## src/rtl/qsc_pkg.sv

```systemverilog
// shared types and constants of the quadratic soft clipper
// used by every module of the block, depends on nothing
package qsc_pkg;

	// sample and channel format
	localparam int SAMPLE_BITS  = 24;
	localparam int MAX_CHANNELS = 32;
	localparam int CH_W         = 5;
	localparam int MASK_W       = 32;

	// parameter formats: levels are unsigned Q0.23, gain unsigned Q3.15
	localparam int LEVEL_W = 23;
	localparam int GAIN_W  = 18;
	localparam int CFG_W   = LEVEL_W;
	localparam int IDX_W   = 3;

	// magnitude compare width covers both the sample magnitude and a level
	localparam int CMP_W = (SAMPLE_BITS > LEVEL_W) ? SAMPLE_BITS : LEVEL_W;

	// product path: gain * excess, then * excess again
	localparam int PROD1_W    = GAIN_W + LEVEL_W;
	localparam int PROD_W     = PROD1_W + LEVEL_W;
	localparam int PROD_SHIFT = 38;
	localparam int SUB_W      = PROD_W - PROD_SHIFT;
	localparam int DIFF_W     = SUB_W + 1;

	// saturation width holds the difference magnitude and the sample limit
	localparam int RES_W = ((SUB_W > SAMPLE_BITS) ? SUB_W : SAMPLE_BITS) + 1;
	localparam logic [RES_W-1:0] SAT_NEG = RES_W'(1) << (SAMPLE_BITS - 1);
	localparam logic [RES_W-1:0] SAT_POS = SAT_NEG - RES_W'(1);

	// stream word widths, padded to whole bytes
	localparam int IN_DATA_W  = ((SAMPLE_BITS + CH_W + 7) / 8) * 8;
	localparam int OUT_DATA_W = ((SAMPLE_BITS + MASK_W + 7) / 8) * 8;

	// register reset values
	localparam logic [LEVEL_W-1:0] KNEE_RST = LEVEL_W'(2726298);
	localparam logic [LEVEL_W-1:0] CEIL_RST = LEVEL_W'(5662310);
	localparam logic [GAIN_W-1:0]  GAIN_RST = GAIN_W'(46811);

	// register map
	typedef enum logic [IDX_W-1:0] {
		REG_KNEE_HIGH = 3'd0,
		REG_CEIL_HIGH = 3'd1,
		REG_GAIN_HIGH = 3'd2,
		REG_KNEE_LOW  = 3'd3,
		REG_CEIL_LOW  = 3'd4,
		REG_GAIN_LOW  = 3'd5,
		REG_SET_SEL   = 3'd6,
		REG_BYPASS    = 3'd7
	} reg_idx_t;

	// parameter set in use
	typedef struct packed {
		logic [LEVEL_W-1:0] knee;
		logic [LEVEL_W-1:0] ceil;
		logic [GAIN_W-1:0]  gain;
		logic               bypass;
	} params_t;

	// controller commands to the datapath
	typedef struct packed {
		logic accept;
		logic mul1;
		logic mul2;
		logic out_load;
	} cmd_t;

	// controller states
	typedef enum logic [1:0] {
		ST_IDLE = 2'd0,
		ST_MUL1 = 2'd1,
		ST_MUL2 = 2'd2
	} state_t;

endpackage

```

## src/rtl/qsc_cfg.sv

```systemverilog
// configuration register bank of the soft clipper
// holds both parameter sets and selects the one in use; uses qsc_pkg
module qsc_cfg (
	input  logic                         clk,
	input  logic                         arst_n,
	input  logic                         cfg_we,
	input  logic [qsc_pkg::IDX_W-1:0]    cfg_index,
	input  logic [qsc_pkg::CFG_W-1:0]    cfg_data,
	output qsc_pkg::params_t             params
);
	import qsc_pkg::*;

	logic [LEVEL_W-1:0] knee_high_q, ceil_high_q, knee_low_q, ceil_low_q;
	logic [GAIN_W-1:0]  gain_high_q, gain_low_q;
	logic               set_sel_q, bypass_q;

	// register writes, values cut to their widths
	always_ff @(posedge clk or negedge arst_n) begin
		if (!arst_n) begin
			knee_high_q <= KNEE_RST;
			ceil_high_q <= CEIL_RST;
			gain_high_q <= GAIN_RST;
			knee_low_q  <= KNEE_RST;
			ceil_low_q  <= CEIL_RST;
			gain_low_q  <= GAIN_RST;
			set_sel_q   <= 1'b1;
			bypass_q    <= 1'b0;
		end else if (cfg_we) begin
			case (reg_idx_t'(cfg_index))
				REG_KNEE_HIGH: knee_high_q <= cfg_data[LEVEL_W-1:0];
				REG_CEIL_HIGH: ceil_high_q <= cfg_data[LEVEL_W-1:0];
				REG_GAIN_HIGH: gain_high_q <= cfg_data[GAIN_W-1:0];
				REG_KNEE_LOW:  knee_low_q  <= cfg_data[LEVEL_W-1:0];
				REG_CEIL_LOW:  ceil_low_q  <= cfg_data[LEVEL_W-1:0];
				REG_GAIN_LOW:  gain_low_q  <= cfg_data[GAIN_W-1:0];
				REG_SET_SEL:   set_sel_q   <= cfg_data[0];
				REG_BYPASS:    bypass_q    <= cfg_data[0];
				default: ;
			endcase
		end
	end

	// parameter set selection
	always_comb begin
		params.knee   = set_sel_q ? knee_high_q : knee_low_q;
		params.ceil   = set_sel_q ? ceil_high_q : ceil_low_q;
		params.gain   = set_sel_q ? gain_high_q : gain_low_q;
		params.bypass = bypass_q;
	end

endmodule

```

## src/rtl/qsc_ctrl.sv

```systemverilog
// sequencing controller of the soft clipper
// steps the shared multiplier and owns the stage valid flags; uses qsc_pkg
module qsc_ctrl (
	input  logic          clk,
	input  logic          arst_n,
	input  logic          s_tvalid,
	output logic          s_tready,
	output logic          m_tvalid,
	input  logic          m_tready,
	output qsc_pkg::cmd_t cmd
);
	import qsc_pkg::*;

	state_t state_q, state_d;
	logic   s2_valid_q, out_valid_q;
	logic   out_load, s2_free;

	// output register loads when the finishing stage holds a word and room is there
	assign out_load = s2_valid_q && (!out_valid_q || m_tready);
	assign s2_free  = !s2_valid_q || out_load;
	assign m_tvalid = out_valid_q;

	// state register
	always_ff @(posedge clk or negedge arst_n) begin
		if (!arst_n) begin
			state_q <= ST_IDLE;
		end else begin
			state_q <= state_d;
		end
	end

	// next state and commands
	always_comb begin
		state_d      = state_q;
		s_tready     = 1'b0;
		cmd.accept   = 1'b0;
		cmd.mul1     = 1'b0;
		cmd.mul2     = 1'b0;
		cmd.out_load = out_load;
		case (state_q)
			ST_IDLE: begin
				s_tready   = 1'b1;
				cmd.accept = s_tvalid;
				if (s_tvalid) begin
					state_d = ST_MUL1;
				end
			end
			ST_MUL1: begin
				cmd.mul1 = 1'b1;
				state_d  = ST_MUL2;
			end
			ST_MUL2: begin
				// the next word enters while this one moves to the finishing stage
				s_tready   = s2_free;
				cmd.mul2   = s2_free;
				cmd.accept = s_tvalid && s2_free;
				if (s2_free) begin
					state_d = s_tvalid ? ST_MUL1 : ST_IDLE;
				end
			end
			default: begin
				state_d = ST_IDLE;
			end
		endcase
	end

	// stage valid flags
	always_ff @(posedge clk or negedge arst_n) begin
		if (!arst_n) begin
			s2_valid_q  <= 1'b0;
			out_valid_q <= 1'b0;
		end else begin
			if (cmd.mul2) begin
				s2_valid_q <= 1'b1;
			end else if (out_load) begin
				s2_valid_q <= 1'b0;
			end
			if (out_load) begin
				out_valid_q <= 1'b1;
			end else if (m_tready) begin
				out_valid_q <= 1'b0;
			end
		end
	end

endmodule

```

## src/rtl/qsc_datapath.sv

```systemverilog
// datapath of the soft clipper: front end, shared multiplier, finishing stage
// and activity mask registers; driven by qsc_ctrl commands, uses qsc_pkg
module qsc_datapath (
	input  logic                              clk,
	input  logic                              arst_n,
	input  qsc_pkg::cmd_t                     cmd,
	input  qsc_pkg::params_t                  params,
	input  logic [qsc_pkg::SAMPLE_BITS-1:0]   sample_in,
	input  logic [qsc_pkg::CH_W-1:0]          channel_index,
	input  logic                              block_last,
	output logic [qsc_pkg::SAMPLE_BITS-1:0]   sample_out,
	output logic                              mask_valid,
	output logic [qsc_pkg::MASK_W-1:0]        activity_mask
);
	import qsc_pkg::*;

	// front end signals
	logic [SAMPLE_BITS-1:0] mag;
	logic [CMP_W-1:0]       mag_e, ceil_e, knee_e;
	logic [LEVEL_W-1:0]     lim, ex;
	logic                   hit;
	logic [MASK_W-1:0]      hit_vec, acc_next;
	logic [MASK_W-1:0]      acc_q, pub_q;

	// front end registers
	logic [SAMPLE_BITS-1:0] x_s1;
	logic                   neg_s1, byp_s1, last_s1;
	logic [LEVEL_W-1:0]     lim_s1, ex_s1;
	logic [MASK_W-1:0]      mask_s1;

	// multiplier
	logic [PROD1_W-1:0]     mul_a, p1_q;
	logic [PROD_W-1:0]      mul_p;

	// finishing stage registers
	logic [PROD_W-1:0]      p2_s2;
	logic [SAMPLE_BITS-1:0] x_s2;
	logic                   neg_s2, byp_s2, last_s2;
	logic [LEVEL_W-1:0]     lim_s2;
	logic [MASK_W-1:0]      mask_s2;

	// finishing logic
	logic [SUB_W-1:0]       sub;
	logic signed [DIFF_W-1:0] diff;
	logic [DIFF_W-1:0]      diff_mag;
	logic [RES_W-1:0]       m_e;
	logic [SAMPLE_BITS-1:0] y;

	// output register
	logic [SAMPLE_BITS-1:0] out_sample_q;
	logic                   out_last_q;
	logic [MASK_W-1:0]      out_mask_q;

	// magnitude, limit, excess over the knee and activity hit
	always_comb begin
		mag      = sample_in[SAMPLE_BITS-1] ? (~sample_in + SAMPLE_BITS'(1)) : sample_in;
		mag_e    = CMP_W'(mag);
		ceil_e   = CMP_W'(params.ceil);
		knee_e   = CMP_W'(params.knee);
		lim      = (mag_e < ceil_e) ? mag_e[LEVEL_W-1:0] : params.ceil;
		ex       = (lim > params.knee) ? (lim - params.knee) : '0;
		hit      = !params.bypass && (mag_e > knee_e) && (32'(channel_index) < MAX_CHANNELS);
		hit_vec  = hit ? (MASK_W'(1) << channel_index) : '0;
		acc_next = acc_q | hit_vec;
	end

	// activity accumulator and published mask
	always_ff @(posedge clk or negedge arst_n) begin
		if (!arst_n) begin
			acc_q <= '0;
			pub_q <= '0;
		end else if (cmd.accept) begin
			if (block_last) begin
				pub_q <= acc_next;
				acc_q <= '0;
			end else begin
				acc_q <= acc_next;
			end
		end
	end

	// front end capture of an accepted word
	always_ff @(posedge clk) begin
		if (cmd.accept) begin
			x_s1    <= sample_in;
			neg_s1  <= sample_in[SAMPLE_BITS-1];
			byp_s1  <= params.bypass;
			last_s1 <= block_last;
			lim_s1  <= lim;
			ex_s1   <= ex;
			mask_s1 <= block_last ? acc_next : pub_q;
		end
	end

	// shared multiplier: gain times excess, then that times excess
	assign mul_a = cmd.mul2 ? p1_q : PROD1_W'(params.gain);
	assign mul_p = PROD_W'(mul_a) * PROD_W'(ex_s1);

	always_ff @(posedge clk) begin
		if (cmd.mul1) begin
			p1_q <= mul_p[PROD1_W-1:0];
		end
	end

	// hand over to the finishing stage
	always_ff @(posedge clk) begin
		if (cmd.mul2) begin
			p2_s2   <= mul_p;
			x_s2    <= x_s1;
			neg_s2  <= neg_s1;
			byp_s2  <= byp_s1;
			last_s2 <= last_s1;
			lim_s2  <= lim_s1;
			mask_s2 <= mask_s1;
		end
	end

	// round half up, subtract from the limited level, restore sign, saturate; bypass passes the sample
	always_comb begin
		sub      = p2_s2[PROD_W-1:PROD_SHIFT] + SUB_W'(p2_s2[PROD_SHIFT-1]);
		diff     = $signed(DIFF_W'(lim_s2)) - $signed(DIFF_W'(sub));
		diff_mag = diff[DIFF_W-1] ? DIFF_W'(-diff) : DIFF_W'(diff);
		m_e      = RES_W'(diff_mag);
		if (byp_s2) begin
			y = x_s2;
		end else if (neg_s2) begin
			if (m_e >= SAT_NEG) begin
				y = SAT_NEG[SAMPLE_BITS-1:0];
			end else begin
				y = ~m_e[SAMPLE_BITS-1:0] + SAMPLE_BITS'(1);
			end
		end else begin
			if (m_e > SAT_POS) begin
				y = SAT_POS[SAMPLE_BITS-1:0];
			end else begin
				y = m_e[SAMPLE_BITS-1:0];
			end
		end
	end

	// output register
	always_ff @(posedge clk) begin
		if (cmd.out_load) begin
			out_sample_q <= y;
			out_last_q   <= last_s2;
			out_mask_q   <= mask_s2;
		end
	end

	assign sample_out    = out_sample_q;
	assign mask_valid    = out_last_q;
	assign activity_mask = out_mask_q;

endmodule

```

## src/rtl/quadratic_soft_clipper_multichannel.sv

```systemverilog
// quadratic knee soft clipper with per block channel activity mask
// a result word passes the front end, first product, finishing stage and output registers
// the single multiplier forms gain * excess and then * excess again; the next word is
// taken as one leaves the multiplier, unless output back-pressure holds the finishing stage
// reset (asynchronous, active low): registers to defaults, masks cleared, no word held
module quadratic_soft_clipper_multichannel (
	input  logic                              clk,
	input  logic                              arst_n,
	// input stream
	input  logic                              s_tvalid,
	output logic                              s_tready,
	// sample_in [23:0], channel_index [28:24], zero pad
	input  logic [qsc_pkg::IN_DATA_W-1:0]     s_tdata,
	input  logic                              s_tlast,
	// output stream
	output logic                              m_tvalid,
	input  logic                              m_tready,
	// sample_out [23:0], activity_mask [55:24]
	output logic [qsc_pkg::OUT_DATA_W-1:0]    m_tdata,
	output logic                              m_tlast,
	// configuration write port
	input  logic                              cfg_we,
	input  logic [qsc_pkg::IDX_W-1:0]         cfg_index,
	input  logic [qsc_pkg::CFG_W-1:0]         cfg_data
);
	import qsc_pkg::*;

	params_t                params;
	cmd_t                   cmd;
	logic [SAMPLE_BITS-1:0] sample_out;
	logic [MASK_W-1:0]      activity_mask;

	// configuration registers
	qsc_cfg u_cfg (
		.clk       (clk),
		.arst_n    (arst_n),
		.cfg_we    (cfg_we),
		.cfg_index (cfg_index),
		.cfg_data  (cfg_data),
		.params    (params)
	);

	// controller
	qsc_ctrl u_ctrl (
		.clk      (clk),
		.arst_n   (arst_n),
		.s_tvalid (s_tvalid),
		.s_tready (s_tready),
		.m_tvalid (m_tvalid),
		.m_tready (m_tready),
		.cmd      (cmd)
	);

	// datapath
	qsc_datapath u_dp (
		.clk           (clk),
		.arst_n        (arst_n),
		.cmd           (cmd),
		.params        (params),
		.sample_in     (s_tdata[SAMPLE_BITS-1:0]),
		.channel_index (s_tdata[SAMPLE_BITS +: CH_W]),
		.block_last    (s_tlast),
		.sample_out    (sample_out),
		.mask_valid    (m_tlast),
		.activity_mask (activity_mask)
	);

	// pack the output word
	assign m_tdata = OUT_DATA_W'({activity_mask, sample_out});

endmodule

```

## config.mk

```make
export PLATFORM = sky130hd
export DESIGN_NAME = quadratic_soft_clipper_multichannel
export DESIGN_NICKNAME = d
export VERILOG_FILES = /design/src/rtl/qsc_pkg.sv /design/src/rtl/qsc_cfg.sv /design/src/rtl/qsc_ctrl.sv /design/src/rtl/qsc_datapath.sv /design/src/rtl/quadratic_soft_clipper_multichannel.sv
export SDC_FILE = /design/constraint.sdc
export NUM_CORES = 2
export LEC_CHECK = 0
export BUFFER_PORTS_ARGS = -buffer_cell sky130_fd_sc_hd__buf_4
export CORE_ASPECT_RATIO = 0.5
export CORE_MARGIN = 3
export CORE_UTILIZATION = 50
export DETAILED_ROUTE_END_ITERATION = 12
export GPL_TIMING_DRIVEN = 0
export PLACE_DENSITY = 0.66
export SYNTH_ARGS = -nofsm -noshare
export SYNTH_HDL_FRONTEND = slang
export SYNTH_SLANG_ARGS = --single-unit
```

## constraint.sdc

```tcl
create_clock -name clk -period 19.75 [get_ports clk]
set_clock_uncertainty 0.1 [all_clocks]
set_input_delay 2.9625 -clock clk [delete_from_list [all_inputs] [get_ports clk]]
set_output_delay 2.9625 -clock clk [all_outputs]
set_load 0.05 [all_outputs]
```

-- Word level (Yosys, flattened, before mapping)
Cells that the tools add are included.
- word-level logic and storage cells: 105
- input bits: 64
- latch bits: 0
- RAM bits: 0
- output and inout bits: 59
- ROM bits: 0
- memories: 0
- register bits after elaboration: 547
- multiply operators: 1
- reductions and logical operators: 21
- bitwise operators: 3
- add/subtract/negate cells: 6
- shift operators: 1
- div/mod/pow operators: 0
- mux-type cells: 26
- magnitude comparators: 5
- equality and inequality tests: 11
- operator list (operator ; count):
    $mux W24 ; 5
    $mux W32 ; 3
    $mux W23 ; 3
    $mul A41 B23 Y64 ; 1
    $add A24 B1 Y24 const B ; 2
    $not A24 Y24 ; 2
    $mux W41 ; 1
    $or A32 B32 Y32 ; 1
    $shl A1 B5 Y32 const A ; 1
    $ge A27 B24 Y1 const B ; 1
    $gt A27 B23 Y1 const B ; 1
    $mux W27 ; 1
    $neg A27 Y27 ; 1
    $sub A23 B26 Y27 ; 1
    $add A26 B1 Y26 ; 1
    $gt A24 B23 Y1 ; 1
    $lt A24 B23 Y1 ; 1
    $gt A23 B23 Y1 ; 1
    $sub A23 B23 Y23 ; 1
    $mux W18 ; 1
    $reduce_and A2 Y1 ; 9
    $eq A3 B3 Y1 const B ; 4
    $mux W1 ; 7
    $eq A3 B2 Y1 const B ; 2
    14 further kinds ; 22

-- Logic depth before layout (Yosys ltp)
- word-level depth: 9
- depth in mapped cells: 35
- gate-level depth less buffers: 33

-- Cells and area by module
Synthesis repeated with hierarchy kept, for this count alone.
- cell total of the unflattened synthesis: 5490
- area total of the unflattened synthesis: 55195.4 sq um
- by module, submodules not included (module ; cells each ; instances ; area each (sq um)):
    qsc_datapath ; 5117 ; 1 ; 49231.0
    qsc_cfg ; 353 ; 1 ; 5764.3
    qsc_ctrl ; 20 ; 1 ; 200.2

-- Worst setup path before layout
Ideal clock, no wire load.
- path kind: input to register
- start: input m_tready
- end: register u_dp.p2_s2[63] (data pin)
- required time: 19.390 ns
- path slack: 6.135 ns
- arrival: 13.255 ns
- stages on the path: 30
- library setup time: 0.260 ns
- cells stage by stage: nand2b_1 nor2_1 nor2_1 clkbuf_1 clkbuf_1 and3_1 fa_1 fa_1 inv_1 fa_1 fa_1 inv_1 fa_1 fa_1 inv_1 fa_1 inv_1 ha_1 clkbuf_1 a21oi_1 o21ai_0 a21o_1 a211o_1 a21oi_1 a211oi_1 or3_1 a311o_1 a211o_1 a21oi_1 xnor2_1
- RTL lines (what ; line ; RTL):
    from (decl) ; quadratic_soft_clipper_multichannel.sv:17 ; input logic m_tready,
    to (signal assigned) ; qsc_datapath.sv:108 ; p2_s2 <= mul_p;
    to (decl) ; qsc_datapath.sv:36 ; logic [PROD_W-1:0] p2_s2;

-- Final worst setup path
- start: input m_tready
- end: register u_dp.p2_s2[62] (data pin)
- cells in the longest elaborated chain, start to end: 6
- RTL lines (what ; line ; RTL):
    $logic_or A1 B1 Y1 ; qsc_ctrl.sv:19 ; assign out_load = s2_valid_q && (!out_valid_q || m_tready);
    $logic_and A1 B1 Y1 ; qsc_ctrl.sv:19 ;
    $logic_or A1 B1 Y1 ; qsc_ctrl.sv:20 ; assign s2_free = !s2_valid_q || out_load;
    $mux W1 ; qsc_ctrl.sv:40 ; case (state_q)
    $mux W41 ; qsc_datapath.sv:96 ; assign mul_a = cmd.mul2 ? p1_q : PROD1_W'(params.gain);
    $mul A41 B23 Y64 ; qsc_datapath.sv:97 ; assign mul_p = PROD_W'(mul_a) * PROD_W'(ex_s1);
    via u_dp.mul_p[62] ; qsc_datapath.sv:33 ; logic [PROD_W-1:0] mul_p;
The timed path passes the listed nets, and every way through them passes these cells.
A chain may end at the register's enable or synchronous reset.

==> metrics list <==
- In this run the worst hold path is classified as register to register.
- Among all flip-flop cells after synthesis, the most frequent one is sky130_fd_sc_hd__edfxtp_1.
- Buffers placed on the I/O ports in this run total 116.
* Max-slew violation total from the final report: 0
* Area of the die: 0.115 mm2
- After clock tree synthesis, the clock-pin slew on the worst setup and hold paths is 80 ps.
- Total wire length: 183 mm
- Hold buffer count at cts: 0
- Die H: 242 um
- Of the post-synthesis cell area, the dominant cell type holds 0.295.
- In this run, the number of DRC markers left after iteration 0 of detailed routing was 4,211.
- Category of the worst setup path capture point: register
- During synthesis, Yosys emitted a total of 0 warnings.
* Clock tree from TritonCTS: done
* Maximum achievable frequency: between 0.07 and 0.08 GHz
- Delay of the slowest cell on the worst path: around 1200 ps
* Cell seen most often among critical-path stages: sky130_fd_sc_hd__fa_1
- Of the available clock period, the critical path in the final layout requires 0.676.
- The layout has 9,639 filler cells.
- Endpoint, Worst Hold: u_dp.lim_s2[15]$_DFFE_PP_
- Minimum clock period: 13,360 ps
- Of all nets on the critical path, the largest fanout is 10.
- Buffers added to address setup during post-CTS repair amount to 0.
- Counting flops with an async set or reset pin after synthesis yields a share of 0.390.
* Required @ worst endpoint: 20,080 ps
- The startpoint identified for the worst hold timing path is u_dp.lim_s1[15]$_DFFE_PP_.
- Number of iterations in the first detailed-routing pass: 6
- Clk Tree Root Cell: sky130_fd_sc_hd__clkbuf_16
- Syn Std Cell Area: 0.0555 mm2
- Worst hold path depth: 0
* Sequential fraction of the synthesis area: 0.259
- Fin nets: 6,839
- Max-cap violations: 1
- Via count of the first global-routing pass: 43,200
- Outcome: finished with violations
* Number of unique standard cell types used by synthesis: roughly 110
- Data on the critical path arrives at its endpoint at roughly 14,000 ps.
* Slew Limit Headroom: 0.00507
- Resized cells post-CTS: 0
* Row Count: 85
- The first global-routing pass estimated 276 mm of wire.
* GPL Wtd Cong: around 1.1
- Cell count of the worst reg-to-reg path: 28
* Total Neg Setup Slack: 0 ps
- Share of layout cells above drive strength 1: 0.0911
- about 120 I/O pins were placed.
- Summing over every cut layer, the via total after detailed routing is 41,800.
* Most numerous cell types in the synthesized netlist: sky130_fd_sc_hd__inv_1, sky130_fd_sc_hd__nand2_1, sky130_fd_sc_hd__fa_1
- Buffers inserted during clock tree synthesis total 51.
- The number of hold-slack violations in the final timing report was 0.
- Antenna violations before repair: 10
- In this run the mean area of a mapped cell was 10.1 um2.
- Starting density of the core: 0.510
- Post-DP HPWL: 148 mm
* Critical Path Start Type: input pin
- The final reports fail on max-capacitance violations.
- Internal reg-to-reg setup slack: approximately 7800 ps
* Cell type with the largest total area after synthesis: sky130_fd_sc_hd__fa_1
* #FFs+latches synth: 508
* Worst reg2reg path endpoint: u_dp.p2_s2[62]$_DFFE_PP_
* Classification of the worst setup path: input pin to register
- The most critical setup path has its startpoint at m_tready.
- DR vias/cell: 5.81
* Detailed-route wire length per cell: around 25 um
- Reg2reg start: u_cfg.set_sel_q$_DFFE_PN1P_
* Maximum level of the CTS H-tree: 2
- Grt ovf: 0
- At the pin with the least slew margin, the transition time is 1480 ps.
* CTS Buffer Depth: 3
* Number of enable flip-flop cells after synthesis: slightly above 300
* Pin count of the biggest net entering global routing: 133
* Top-count cell post-synth: sky130_fd_sc_hd__inv_1
* Net count of the mapped netlist: 6,653
- Clock latency of the later-clocked register in the worst-skew pair: 620 ps
- The slowest stage of the critical path is the sky130_fd_sc_hd__o21ai_0 cell.
* Synthesized instance count: about 5,500
- Relative to the synthesized area, the layout overhead comes to 8.55%.
- Setup repair after global routing left no endpoint under its margin.
- GRT Resource Usage Total: 0.318
* Total DRC errors in the routed layout: 0
- In the post-synthesis netlist, the biggest area contributors are sky130_fd_sc_hd__fa_1, sky130_fd_sc_hd__edfxtp_1, sky130_fd_sc_hd__ha_1.
- Setup violations remaining at the end of the flow were counted as 0.
- In this run the horizontal extent of the chip is approximately 480 um.
* Number of nets still failing antenna checks after routing: 0
* Core box area: 0.109 mm2
* # clock sinks: 508
[stage by stage]
stage	utilization	setup WS (ps)	instances	hold slack, ps	area [um2]
after floorplan	-	6140	5483	300	55500
after global placement	0.535	1540	7078	300	58200
after detailed placement	0.537	5550	7093	305	58400
after CTS	0.553	6160	7188	306	60200
after global routing	0.553	6330	7190	312	60200
final	0.553	6390	7198	301	60200
[cells by family (layout without fill, tap and decap cells)]
family,after synthesis,after routing,share of synthesized area
muxes,268,268,0.0517
AOI/OAI and AO/OA,630,630,0.0795
DFF,508,508,0.259
xor gates and xnor gates,160,160,0.0258
adders and majority gates,1106,1106,0.360
buffers and inverters,1163,1391,0.0797
other,0,8,0
and+or+nand+nor,1648,1648,0.144
[worst max path at each step]
stage	end	slack [ps]	cells after the start
after CTS	u_dp.p2_s2[62]$_DFFE_PP_	6160	32
after detailed placement	u_dp.p2_s2[62]$_DFFE_PP_	5550	32
after global placement	u_dp.p2_s2[54]$_DFFE_PP_	1540	31
final	u_dp.p2_s2[62]$_DFFE_PP_	6390	31
after global routing	u_dp.p2_s2[54]$_DFFE_PP_	6330	33
after floorplan	u_dp.p2_s2[63]$_DFFE_PP_	6140	30
[critical path: cells and delay by family]
| family | cells | cell delay (ps) |
|---|---|---|
| fa+ha+maj | 8 | 4050 |
| simple gates | 6 | 1030 |
| buf+inv | 8 | 1700 |
| compound gates | 8 | 3640 |
| xor+xnor | 1 | 260 |
[flip-flops by register name (all words and copies together) (netlist names), 24 cells and up]
name	flops
u_dp.acc_q	32
u_dp.activity_mask	32
u_dp.mask_s1	32
u_dp.mask_s2	32
u_dp.p1_q	41
u_dp.p2_s2	27
u_dp.pub_q	32
u_dp.sample_out	24
[per-layer routing]
layer,GRT usage,wire length (um)
met4,0.105,6950
met1,0.444,76600
met2,0.490,80400
met5,0,100
met3,0.0764,18400
[placed cells by master, fill, tap and decap left out, types with 47 or more instances in the layout]
cell type / instances
sky130_fd_sc_hd__a21o_1: 71
sky130_fd_sc_hd__a21oi_1: 111
sky130_fd_sc_hd__and2_1: 223
sky130_fd_sc_hd__and3_1: 127
sky130_fd_sc_hd__buf_4: 126
sky130_fd_sc_hd__clkbuf_1: 255
sky130_fd_sc_hd__clkbuf_16: 53
sky130_fd_sc_hd__dfrtp_1: 129
sky130_fd_sc_hd__dfstp_2: 69
sky130_fd_sc_hd__edfxtp_1: 310
sky130_fd_sc_hd__fa_1: 818
sky130_fd_sc_hd__ha_1: 288
sky130_fd_sc_hd__inv_1: 879
sky130_fd_sc_hd__mux2_2: 140
sky130_fd_sc_hd__mux2i_1: 127
sky130_fd_sc_hd__nand2_1: 826
sky130_fd_sc_hd__nand3_1: 52
sky130_fd_sc_hd__nor2_1: 128
sky130_fd_sc_hd__nor2b_1: 58
sky130_fd_sc_hd__nor3_1: 47
sky130_fd_sc_hd__o21ai_0: 89
sky130_fd_sc_hd__o21ai_1: 55
sky130_fd_sc_hd__xnor2_1: 88
sky130_fd_sc_hd__xor2_1: 68
[final cells by class]
cell class,count,area (um2),area share
Timing Repair Buffer,133,1110,0.0184
Tap cell,1479,1850,0.0307
Antenna cell,8,20.0,0.000332
Inverter,881,3310,0.0550
Buffer,282,1120,0.0186
Multi-Input combinational cell,3812,36700,0.610
Clock buffer,65,1420,0.0236
Sequential cell,508,14400,0.238
Clock inverter,30,322,0.00534
Power is not shown: default switching activity piles up to over one toggle a cycle in this logic, so the estimate is an artifact.
